### src/kmd_pkg.sv
package kmd_pkg;

   localparam int KEY_COUNT      = 16;
   localparam int KEY_CODE_WIDTH = 8;
   localparam int TIME_WIDTH     = 32;
   localparam int DEBOUNCE_WIDTH = 16;
   localparam int DIM_WIDTH      = 3;
   localparam int CSR_ADDR_WIDTH = 6;
   localparam int CSR_DATA_WIDTH = 64;
   localparam int CSR_INDEX_LSB  = 3;
   localparam int CSR_INDEX_WIDTH = CSR_ADDR_WIDTH - CSR_INDEX_LSB;

   typedef enum logic {
      FUNC_SCAN = 1'b0,
      FUNC_READ = 1'b1
   } func_type;

   typedef enum logic [CSR_INDEX_WIDTH-1:0] {
      CSR_KEYMAP_LOW  = 3'd0,
      CSR_KEYMAP_HIGH = 3'd1,
      CSR_DEBOUNCE_MS = 3'd2,
      CSR_ROW_COUNT   = 3'd3,
      CSR_COL_COUNT   = 3'd4
   } csr_index_type;

   typedef logic [KEY_COUNT-1:0][KEY_CODE_WIDTH-1:0] keymap_type;

   typedef struct packed {
      logic [DIM_WIDTH-1:0] row_count;
      logic [DIM_WIDTH-1:0] col_count;
   } scan_cfg_type;

   typedef struct packed {
      func_type              func;
      logic [KEY_COUNT-1:0]  pressed_keys;
      logic [TIME_WIDTH-1:0] now_ms;
   } req_word_type;

   typedef struct packed {
      logic [KEY_CODE_WIDTH-1:0] key_code;
      logic                      key_valid;
      logic [KEY_CODE_WIDTH-1:0] stable_key;
      logic [KEY_CODE_WIDTH-1:0] raw_key;
   } rsp_word_type;

endpackage

### src/kmd_scan.sv
module kmd_scan #(
   parameter int MAX_ROWS = 4,
   parameter int MAX_COLS = 4
) (
   input  kmd_pkg::keymap_type                     keymap,
   input  kmd_pkg::scan_cfg_type                   cfg,
   input  logic [kmd_pkg::KEY_COUNT-1:0]           pressed_keys,
   output logic [kmd_pkg::KEY_CODE_WIDTH-1:0]      code
);
   import kmd_pkg::*;

   localparam logic [DIM_WIDTH-1:0] RowLimit = DIM_WIDTH'(MAX_ROWS);
   localparam logic [DIM_WIDTH-1:0] ColLimit = DIM_WIDTH'(MAX_COLS);
   localparam int CountWidth = $clog2(KEY_COUNT + 1);

   logic [DIM_WIDTH-1:0]  rows;
   logic [DIM_WIDTH-1:0]  cols;
   logic [CountWidth-1:0] keys_in_use;

   // Clamp the dimensions to what the matrix wiring provides.
   assign rows        = (cfg.row_count > RowLimit) ? RowLimit : cfg.row_count;
   assign cols        = (cfg.col_count > ColLimit) ? ColLimit : cfg.col_count;
   assign keys_in_use = CountWidth'(rows) * CountWidth'(cols);

   // Row-major indexes are contiguous, so the highest pressed key in use wins.
   always_comb begin
      code = '0;
      for (int i = 0; i < KEY_COUNT; i++) begin
         if (pressed_keys[i] && (CountWidth'(i) < keys_in_use)) begin
            code = keymap[i];
         end
      end
   end

endmodule

### src/keypad_matrix_debounce.sv
// Channel   Ports                          Direction  Moves
// request   req_valid/req_ready/req_data   in         scan frame or key read word
// response  rsp_valid/rsp_ready/rsp_data   out        one result word per request
// config    psel/penable/pwrite/paddr/...  in/out     APB register access, 64-bit data
//
// Each request word is worked in the cycle it is accepted: one word per cycle while req_ready is high,
// set by the single-pass scan, compare and debounce update into the state registers.
// Its result is registered into the output entry, or into the skid entry while the output entry stalls.
// Results leave through a two-entry buffer, so req_ready stays high while one
// result waits; it drops only when both entries are full.
// Synchronous reset clears the debounce state, the buffer and the registers
// to their reset values (debounce 20 ms, four rows, four columns).
module keypad_matrix_debounce #(
   parameter int MAX_ROWS = 4,
   parameter int MAX_COLS = 4
) (
   input  logic                                   clock,
   input  logic                                   reset,
   input  logic                                   req_valid,
   output logic                                   req_ready,
   input  kmd_pkg::req_word_type                  req_data,
   output logic                                   rsp_valid,
   input  logic                                   rsp_ready,
   output kmd_pkg::rsp_word_type                  rsp_data,
   input  logic                                   psel,
   input  logic                                   penable,
   input  logic                                   pwrite,
   input  logic [kmd_pkg::CSR_ADDR_WIDTH-1:0]     paddr,
   input  logic [kmd_pkg::CSR_DATA_WIDTH-1:0]     pwdata,
   output logic [kmd_pkg::CSR_DATA_WIDTH-1:0]     prdata,
   output logic                                   pready
);
   import kmd_pkg::*;

   localparam logic [DEBOUNCE_WIDTH-1:0] DebounceReset = 16'd20;
   localparam logic [DIM_WIDTH-1:0]      DimReset      = 3'd4;

   // Configuration registers.
   logic [CSR_DATA_WIDTH-1:0] keymap_low_ff;
   logic [CSR_DATA_WIDTH-1:0] keymap_high_ff;
   logic [DEBOUNCE_WIDTH-1:0] debounce_ms_ff;
   logic [DIM_WIDTH-1:0]      row_count_ff;
   logic [DIM_WIDTH-1:0]      col_count_ff;

   // Debounce state and its next values.
   logic [KEY_CODE_WIDTH-1:0] raw_code_ff,       raw_code_in;
   logic [TIME_WIDTH-1:0]     change_time_ff,    change_time_in;
   logic                      wait_release_ff,   wait_release_in;
   logic [KEY_CODE_WIDTH-1:0] debounced_code_ff, debounced_code_in;
   logic [KEY_CODE_WIDTH-1:0] pending_code_ff,   pending_code_in;
   logic                      pending_flag_ff,   pending_flag_in;

   // Result buffer: output entry plus skid entry.
   rsp_word_type rsp_ff,  rsp_in;
   logic         rsp_valid_ff,  rsp_valid_in;
   rsp_word_type skid_ff, skid_in;
   logic         skid_valid_ff, skid_valid_in;

   logic                      csr_write;
   csr_index_type             csr_index;
   scan_cfg_type              scan_cfg;
   logic [KEY_CODE_WIDTH-1:0] fresh_code;
   logic [TIME_WIDTH-1:0]     elapsed;
   logic                      req_take;
   logic                      rsp_take;
   rsp_word_type              result;

   // ---------------------------------------------------------------------
   // Register port: writes land on the access phase, reads are combinational.
   // ---------------------------------------------------------------------
   assign pready    = 1'b1;
   assign csr_write = psel && penable && pwrite && pready;
   assign csr_index = csr_index_type'(paddr[CSR_ADDR_WIDTH-1:CSR_INDEX_LSB]);

   always_ff @(posedge clock) begin
      if (reset) begin
         keymap_low_ff  <= '0;
         keymap_high_ff <= '0;
         debounce_ms_ff <= DebounceReset;
         row_count_ff   <= DimReset;
         col_count_ff   <= DimReset;
      end else if (csr_write) begin
         unique case (csr_index)
            CSR_KEYMAP_LOW:  keymap_low_ff  <= pwdata;
            CSR_KEYMAP_HIGH: keymap_high_ff <= pwdata;
            CSR_DEBOUNCE_MS: debounce_ms_ff <= pwdata[DEBOUNCE_WIDTH-1:0];
            CSR_ROW_COUNT:   row_count_ff   <= pwdata[DIM_WIDTH-1:0];
            CSR_COL_COUNT:   col_count_ff   <= pwdata[DIM_WIDTH-1:0];
            default: begin
               // Drop writes beyond the register list.
            end
         endcase
      end
   end

   always_comb begin
      unique case (csr_index)
         CSR_KEYMAP_LOW:  prdata = keymap_low_ff;
         CSR_KEYMAP_HIGH: prdata = keymap_high_ff;
         CSR_DEBOUNCE_MS: prdata = CSR_DATA_WIDTH'(debounce_ms_ff);
         CSR_ROW_COUNT:   prdata = CSR_DATA_WIDTH'(row_count_ff);
         CSR_COL_COUNT:   prdata = CSR_DATA_WIDTH'(col_count_ff);
         default:         prdata = '0;
      endcase
   end

   // ---------------------------------------------------------------------
   // Matrix scan: highest pressed key in use through the keymap.
   // ---------------------------------------------------------------------
   assign scan_cfg.row_count = row_count_ff;
   assign scan_cfg.col_count = col_count_ff;

   kmd_scan #(
      .MAX_ROWS (MAX_ROWS),
      .MAX_COLS (MAX_COLS)
   ) u_scan (
      .keymap       (keymap_type'({keymap_high_ff, keymap_low_ff})),
      .cfg          (scan_cfg),
      .pressed_keys (req_data.pressed_keys),
      .code         (fresh_code)
   );

   // ---------------------------------------------------------------------
   // Debounce and pending-key update for the word on the request port.
   // ---------------------------------------------------------------------
   assign req_ready = !skid_valid_ff;
   assign req_take  = req_valid && req_ready;

   always_comb begin
      raw_code_in       = raw_code_ff;
      change_time_in    = change_time_ff;
      wait_release_in   = wait_release_ff;
      debounced_code_in = debounced_code_ff;
      pending_code_in   = pending_code_ff;
      pending_flag_in   = pending_flag_ff;
      result.key_code   = '0;
      result.key_valid  = 1'b0;
      elapsed           = req_data.now_ms - change_time_ff;

      if (req_data.func == FUNC_READ) begin
         // Hand out the waiting key once, then clear it.
         if (pending_flag_ff) begin
            result.key_code  = pending_code_ff;
            result.key_valid = 1'b1;
            pending_flag_in  = 1'b0;
         end
      end else begin
         // A change of raw code restarts the hold time.
         if (fresh_code != raw_code_ff) begin
            raw_code_in    = fresh_code;
            change_time_in = req_data.now_ms;
         end
         elapsed = req_data.now_ms - change_time_in;
         if (elapsed >= TIME_WIDTH'(debounce_ms_ff)) begin
            if (raw_code_in == '0) begin
               // Release: clear the stable key and re-arm press detection.
               wait_release_in   = 1'b0;
               debounced_code_in = '0;
            end else if (!wait_release_ff) begin
               // New press: latch it as pending unless a key already waits.
               wait_release_in   = 1'b1;
               debounced_code_in = raw_code_in;
               if (!pending_flag_ff) begin
                  pending_code_in = raw_code_in;
                  pending_flag_in = 1'b1;
               end
            end
         end
      end

      result.stable_key = debounced_code_in;
      result.raw_key    = raw_code_in;
   end

   always_ff @(posedge clock) begin
      if (reset) begin
         raw_code_ff       <= '0;
         change_time_ff    <= '0;
         wait_release_ff   <= 1'b0;
         debounced_code_ff <= '0;
         pending_code_ff   <= '0;
         pending_flag_ff   <= 1'b0;
      end else if (req_take) begin
         raw_code_ff       <= raw_code_in;
         change_time_ff    <= change_time_in;
         wait_release_ff   <= wait_release_in;
         debounced_code_ff <= debounced_code_in;
         pending_code_ff   <= pending_code_in;
         pending_flag_ff   <= pending_flag_in;
      end
   end

   // ---------------------------------------------------------------------
   // Result buffer: fill the output entry first, spill to skid when it stalls.
   // ---------------------------------------------------------------------
   assign rsp_take = rsp_valid_ff && rsp_ready;

   always_comb begin
      rsp_in        = rsp_ff;
      rsp_valid_in  = rsp_valid_ff;
      skid_in       = skid_ff;
      skid_valid_in = skid_valid_ff;

      if (rsp_take) begin
         // Advance the skid word into the output entry, or empty it.
         rsp_in        = skid_ff;
         rsp_valid_in  = skid_valid_ff;
         skid_valid_in = 1'b0;
      end
      if (req_take) begin
         if (!rsp_valid_ff || rsp_take) begin
            rsp_in       = result;
            rsp_valid_in = 1'b1;
         end else begin
            skid_in       = result;
            skid_valid_in = 1'b1;
         end
      end
   end

   always_ff @(posedge clock) begin
      if (reset) begin
         rsp_valid_ff  <= 1'b0;
         skid_valid_ff <= 1'b0;
      end else begin
         rsp_valid_ff  <= rsp_valid_in;
         skid_valid_ff <= skid_valid_in;
      end
   end

   always_ff @(posedge clock) begin
      rsp_ff  <= rsp_in;
      skid_ff <= skid_in;
   end

   assign rsp_valid = rsp_valid_ff;
   assign rsp_data  = rsp_ff;

endmodule

### config.mk
export PLATFORM = sky130hd
export DESIGN_NAME = keypad_matrix_debounce
export DESIGN_NICKNAME = d
export VERILOG_FILES = /design/src/kmd_pkg.sv /design/src/kmd_scan.sv /design/src/keypad_matrix_debounce.sv
export SDC_FILE = /design/constraint.sdc
export NUM_CORES = 1
export LEC_CHECK = 0
export ABC_AREA = 1
export BUFFER_PORTS_ARGS = -buffer_cell sky130_fd_sc_hd__buf_2
export CAP_MARGIN = 10
export CORE_MARGIN = 2
export CORE_UTILIZATION = 40
export CTS_BUF_LIST = sky130_fd_sc_hd__clkbuf_4 sky130_fd_sc_hd__clkbuf_8
export DETAILED_ROUTE_END_ITERATION = 10
export GPL_TIMING_DRIVEN = 0
export MAX_ROUTING_LAYER = met4
export PLACE_DENSITY = 0.64
export RECOVER_POWER = 25
export SLEW_MARGIN = 0
export SYNTH_ARGS = -nofsm -noshare
export SYNTH_HDL_FRONTEND = slang
export SYNTH_HIERARCHICAL = 1
export SYNTH_SLANG_ARGS = --single-unit
export TNS_END_PERCENT = 5
### constraint.sdc
create_clock -name clock -period 8.8 [get_ports clock]
set_clock_uncertainty 0.1 [all_clocks]
set_input_delay 1.76 -clock clock [delete_from_list [all_inputs] [get_ports clock]]
set_output_delay 1.76 -clock clock [all_outputs]
set_load 0.01 [all_outputs]
==> results of run 1 <==
cells in the mapped netlist, types with 9 or more instances:
| cell type | instances | area, µm² |
|---|---|---|
| nand2_1 | 443 | 1660 |
| nor2_1 | 403 | 1510 |
| o21ai_0 | 249 | 1250 |
| dfxtp_1 | 235 | 4700 |
| inv_1 | 233 | 875 |
| nand3_1 | 145 | 726 |
| a21oi_1 | 114 | 571 |
| clkbuf_1 | 89 | 334 |
| a22o_1 | 49 | 429 |
| ha_1 | 47 | 588 |
| o211ai_1 | 40 | 300 |
| edfxtp_1 | 25 | 751 |
| inv_2 | 24 | 90.1 |
| or2_2 | 24 | 150 |
| nand4_1 | 23 | 144 |
| mux2i_1 | 22 | 220 |
| nor3_1 | 17 | 85.1 |
| o21ai_1 | 10 | 50.1 |
| a21boi_0 | 9 | 67.6 |
layer usage:
layer	vias to the layer above	part of all wire
met3	99	0.073
li1	8201	-
met2	600	0.43
met4	0	0.028
met1	7804	0.47
met5	-	0
metrics by stage:
stage / setup WS [ns] / utilization
global placement: -1.75 / 0.452
global route: -0.281 / 0.510
CTS: 0.0169 / 0.489
detailed placement: -1.92 / 0.453
floorplan: 0.428 / -
finish: 0.182 / 0.510
report_power, final:
part	internal (mW)	switching (mW)	leakage (nW)
Sequential	1.24	0.0295	2.16
Clock	0.680	0.557	0.538
Combinational	0.342	0.546	6.17
Total	2.27	1.13	8.87
worst max-delay path, delay by kind of cell, from the launching register on:
kind | cells | cell delay (ns)
adders and majority gates | 5 | 1.63
DFF | 1 | 0.35
and+or+nand+nor | 45 | 4.30
muxes | 1 | 0.28
buffers and inverters | 7 | 0.72
xor gates and xnor gates | 1 | 0.14
AOI/OAI and AO/OA | 6 | 0.81
layout make-up:
type | instances | share of cell area
Buffer | 100 | 0.0245
Timing Repair Buffer | 259 | 0.0759
Multi-Input combinational cell | 1681 | 0.479
Antenna cell | 2 | 0.000260
Tap cell | 511 | 0.0332
Clock inverter | 19 | 0.00832
Inverter | 261 | 0.0514
Clock buffer | 66 | 0.0436
Sequential cell | 260 | 0.284
registers in the layout (all words and copies together) (netlist names):
name,flops
change_time_ff,32
col_count_ff,3
debounce_ms_ff,16
debounced_code_ff,8
keymap_high_ff,64
keymap_low_ff,64
pending_code_ff,8
pending_flag_ff,1
raw_code_ff,8
row_count_ff,3
rsp_data,25
rsp_valid,1
skid_ff,25
skid_valid_ff,1
wait_release_ff,1
path summary, 6_finish.rpt:
| check | startpoint | endpoint | slack [ns] |
|---|---|---|---|
| worst max-delay path | col_count_ff[1] | skid_ff[15] | 0.18 |
| worst min register to register | pending_code_ff[6] | pending_code_ff[6] | 0.36 |
| worst min-delay path | pending_code_ff[6] | pending_code_ff[6] | 0.36 |
| worst max register to register | col_count_ff[1] | skid_ff[15] | 0.18 |
cells by family after synthesis:
group,share of synthesized area
multiplexers,0.0143
AND/OR/NAND/NOR,0.301
flip-flops,0.355
XOR/XNOR,0.00855
AO/OA/AOI/OAI,0.189
buffers and inverters,0.0904
adder cells (fa/ha/maj),0.0422
other,0.000244
what timing repair did:
item | 4_1_cts | 5_1_grt
setup endpoints to repair | 34 | 34
buffers inserted | 13 | 30
pin swaps | 13 | 62
gates resized for setup | 65 | 137
cloned | 0 | 1
==> run_results.csv, run 1 <==
group,metric,value,unit
run_status,status,"complete, no violations",
synth,synthFlopType,"dfxtp_1",
timing,fmax,116,MHz
global_routing,grt.met3_usage,0.0407,
global_routing,antenna_found_initial,1,
cells_and_area,layout_common_cells,"nand2_1 (400), nor2_1 (395), o21ai_0 (242)",
global_routing,grt_pass1_wl,85.3,mm
cells_and_area,seqCellArea,0.00546,mm²
floorplanning,chipHeight,200,µm
timing,setup_violations,0,
placement,port_buffers,212,
floorplanning,start_util,0.407,
clock_network,cts.reportedPaths.clkPinSlew,0.07,ns
floorplanning,coreArea,0.0378,mm²
global_routing,busiest_layer,"met2",
placement,gp_congestion,0.951,
synth,syn_area,0.0154,mm²
route,wire_per_inst,18.0,µm
timing,fin_setup_tns,0,ns
synth,synth_seq_cells,260,
floorplanning,rows,71,
placement,place_inst,3028,
worst_setup_path,slowest_stage,"fa_1",
worst_setup_path,path_max_fanout,9,
synth,ys_types,51,
clock_network,cts_inserted_buffers,48,
synth,async_reset_ff_frac,0,
global_routing,grt_pass1_vias,15400,
hold_path,hold_class,"flop to flop",
global_routing,grt_start_max_net_pins,14,
global_routing,grtUsageMet1,0.398,
clock_network,clk_latency,0.64,ns
global_routing,track_usage,0.286,
worst_setup_path,crit_required,9.08,ns
timing,slew_headroom,0.397,
worst_setup_path,path_class,"flop to flop",
floorplanning,die_x,200,µm
route,dr.pass1.iters,5,
synth,syn_area_per_cell,6.67,µm²
cells_and_area,layout.nets,2787,
power_and_ir_drop,irDropWorstVdd,0.000111,V
route,vias,16700,
floorplanning,ios,218,
timing,worstMarginPinSlew,0.904,ns
global_routing,use_met2,0.424,
cells_and_area,drive_gt1_frac,0.217,
timing,finalCriticalPeriod,8.62,ns
cells_and_area,multi_input_area,0.00921,mm²
floorplanning,die_area,0.0400,mm²
worst_setup_path,cpPeakStageDelay,0.54,ns
route,vias_per_cell,5.29,
cells_and_area,nFillCells,3849,
placement,dp_hpwl,43.1,mm
global_routing,gr-total-overflow,0,
timing,timing.final.crit_share,0.979,
power_and_ir_drop,leakagePower,8.87,nW
hold_path,hold_depth,2,
timing,hold_violations,0,
synth,synth-edff-count,25,
clock_network,cts_tree,"built",
cells_and_area,syn_to_final_growth,25.2,%
route,ant_nets,0,
timing,rsz0062_at_grt,"yes",
clock_network,cts-root-buf,"clkbuf_8",
synth,ys_seq_area_frac,0.355,
clock_network,cts_max_path_buffers,3,
route,routed_wl,56.8,mm
synth,syn_nets,2478,
worst_setup_path,crit_arrival,8.89,ns
cells_and_area,instances_no_fill,3159,
timing,drv_slew,0,
clock_network,htreeDepth,2,
clock_network,cts_hold_buf,0,
cells_and_area,design_area,0.0192,mm²
worst_setup_path,crit_top_cell,"nand3_2",
timing,whs,0.361,ns
worst_setup_path,start_kind,"flop",
worst_setup_path,endpoint_kind,"flop",
power_and_ir_drop,total_power,3.40,mW
worst_setup_path,rr_worst_depth,65,
power_and_ir_drop,p_per_area,177,mW/mm²
route,drc,0,
clock_network,cts_sinks,260,
synth,synth_warnings,6,
cells_and_area,final_common_cell,"nand2_1",
placement,placed_cell_area,0.0171,mm²
synth,syn-instance-count,2302,
route,drt_iter0_markers,1281,
job,max-cap-violations,0,
Note: power is estimated with default switching activity, not from simulation.
==> run 2, diff against run 1 <==
Settings changed: GPL_TIMING_DRIVEN 0 to not set, PLACE_DENSITY 0.64 to 0.62.
Clock period 8.8 ns to 8.6 ns, I/O delays scaled along.
==> run 2 against run 1 <==
Via count down 2.2%; clock power about the same; cell count down 0.32%; worst setup slack worse by 0.073 ns; register-to-register slack worse by 0.07 ns; die area unchanged; hold slack worse by 0.00090 ns; clock-buffer cell count up 2; utilization up 0.66 points; largest cell class unchanged; total power up 1.1%.
==> run_results.csv, run 2 (same netlist as run 1, synthesis figures left out) <==
group,metric,value,unit
worst_setup_path,cpPeakStageDelay,0.69,ns
placement,dp_hpwl,37.5,mm
clock_network,cts_max_path_buffers,3,
power_and_ir_drop,p_per_area,176,mW/mm²
cells_and_area,layout_common_cells,"nor2_1 (393), nand2_1 (389), o21ai_0 (244)",
clock_network,cts_tree,"built",
power_and_ir_drop,leakagePower,9.12,nW
hold_path,hold_class,"flop to flop",
timing,drv_slew,0,
route,vias_per_cell,5.19,
global_routing,grt_pass1_wl,79.9,mm
timing,hold_violations,0,
route,vias,16300,
global_routing,gr-total-overflow,0,
clock_network,htreeDepth,2,
clock_network,cts_inserted_buffers,46,
floorplanning,coreArea,0.0378,mm²
floorplanning,ios,218,
worst_setup_path,r2r_start,"row_count_ff[2]",
route,wire_per_inst,16.5,µm
hold_path,min_to,"pending_code_ff[5]",
timing,whs,0.360,ns
route,dr.pass1.iters,5,
cells_and_area,instances_no_fill,3149,
worst_setup_path,crit_top_cell,"nand2_1",
timing,final.setup.worst_slack,0.109,ns
cells_and_area,reg_top3,"keymap_high_ff: 64 flops, keymap_low_ff: 64 flops, change_time_ff: 32 flops",
placement,place_inst,3041,
route,drc,0,
cells_and_area,drive_gt1_frac,0.251,
clock_network,cts.reportedPaths.clkPinSlew,0.07,ns
cells_and_area,nFillCells,3760,
global_routing,grt_pass1_vias,15100,
timing,finalCriticalPeriod,8.49,ns
worst_setup_path,path_class,"flop to flop",
timing,fin_setup_tns,0,ns
worst_setup_path,slowest_stage,"fa_2",
cells_and_area,final_common_cell,"nor2_1",
job,max-cap-violations,0,
timing,rsz0062_at_grt,"yes",
floorplanning,die_x,200,µm
cells_and_area,design_area,0.0195,mm²
worst_setup_path,start_kind,"flop",
clock_network,cts_sinks,260,
global_routing,track_usage,0.263,
worst_setup_path,r2r_end,"rsp_data[8]",
clock_network,cts_hold_buf,0,
timing,timing.final.crit_share,0.987,
worst_setup_path,r2r_slack,0.11,ns
placement,placed_cell_area,0.0176,mm²
timing,fmax,118,MHz
worst_setup_path,crit_arrival,8.87,ns
placement,port_buffers,213,
cells_and_area,layout.nets,2770,
run_status,status,"complete, no violations",
worst_setup_path,cp_num_buf_inv,9,
worst_setup_path,path_max_fanout,13,
floorplanning,chipHeight,200,µm
placement,pre_cts_slack,-0.509,ns
timing,setup_violations,0,
placement,gp_congestion,0.935,
timing,slew_headroom,0.373,
worst_setup_path,crit_required,8.98,ns
worst_setup_path,crit_family,"simple AND/OR/NAND/NOR gates",
global_routing,antenna_found_initial,9,
worst_setup_path,rr_worst_depth,60,
floorplanning,rows,71,
cells_and_area,syn_to_final_growth,26.9,%
floorplanning,die_area,0.0400,mm²
hold_path,hold_depth,2,
route,routed_wl,52.1,mm
route,drt_iter0_markers,1203,
timing,worstMarginPinSlew,0.941,ns
global_routing,grt_start_max_net_pins,102,
worst_setup_path,endpoint_kind,"flop",
route,ant_nets,0,
floorplanning,start_util,0.407,
clock_network,clk_latency,0.62,ns
clock_network,cts-root-buf,"clkbuf_8",
hold_path,hp-start,"pending_code_ff[5]",
cells_and_area,fin_util,0.516,
power_and_ir_drop,irDropWorstVdd,0.0000999,V
power_and_ir_drop,total_power,3.43,mW
==> run 2: changes by cell type in the layout (fill, tap and decap cells not counted), moves of 4 or more <==
cell / before / now
clkbuf_1: 87 / 0
buf_4: 43 / 121
nand3_1: 102 / 84
nand2_2: 41 / 56
nand2_1: 400 / 389
nand3_4: 5 / 15
nand3_2: 48 / 57
diode_2: 2 / 10
clkinv_2: 11 / 5
ha_1: 40 / 46
ha_4: 5 / 1
nand2_4: 14 / 10
==> run 2: power by group <==
part           total, mW  internal [mW]  switching [mW]
clock network       1.21          0.675           0.535
logic              0.921          0.376           0.545
registers           1.30           1.27          0.0294
total               3.43           2.32            1.11
==> run 2: final cells by class <==
class                   count  area, µm²  area share
diodes                     10       25.0     0.00128
clock buffers              68        867      0.0445
repair buffers            342       2100       0.108
flip-flops and latches    260       5460       0.280
well taps                 511        639      0.0328
inverters                 261        986      0.0506
clock inverters            14        101     0.00520
multi-input cells        1683       9310       0.478
==> run 2: worst max path at each step <==
stage,start,to,cells past startpoint
floorplan,col_count_ff[2],skid_ff[15],60
global placement,col_count_ff[2],skid_ff[8],56
detailed placement,col_count_ff[2],skid_ff[8],62
CTS,col_count_ff[2],skid_ff[8],59
global route,row_count_ff[2],wait_release_ff,64
finish,row_count_ff[2],rsp_data[8],60
==> run 2: what timing repair did <==
action | in CTS | in global routing
setup endpoints to repair | 34 | 34
pin swaps | 3 | 55
cloned | 1 | 1
resized for setup | 31 | 160
buffers inserted | 2 | 12
==> run 2: routing by layer <==
layer / part of all wire / track usage / vias to the layer above
met2: 0.44 / 0.393 / 533
met1: 0.47 / 0.363 / 7558
met5: 0 / - / -
met3: 0.068 / 0.0412 / 72
li1: - / - / 8172
met4: 0.022 / 0.0834 / 0
==> run 2: worst register-to-register path, delay by kind of cell, from the launching register on <==
kind                       cells  cell delay (ns)
muxes                          1             0.25
DFF                            1             0.34
adders and majority gates      5             1.90
buffers and inverters          9             1.04
and+or+nand+nor               36             3.52
xor gates and xnor gates       1             0.12
AOI/OAI and AO/OA              8             1.11
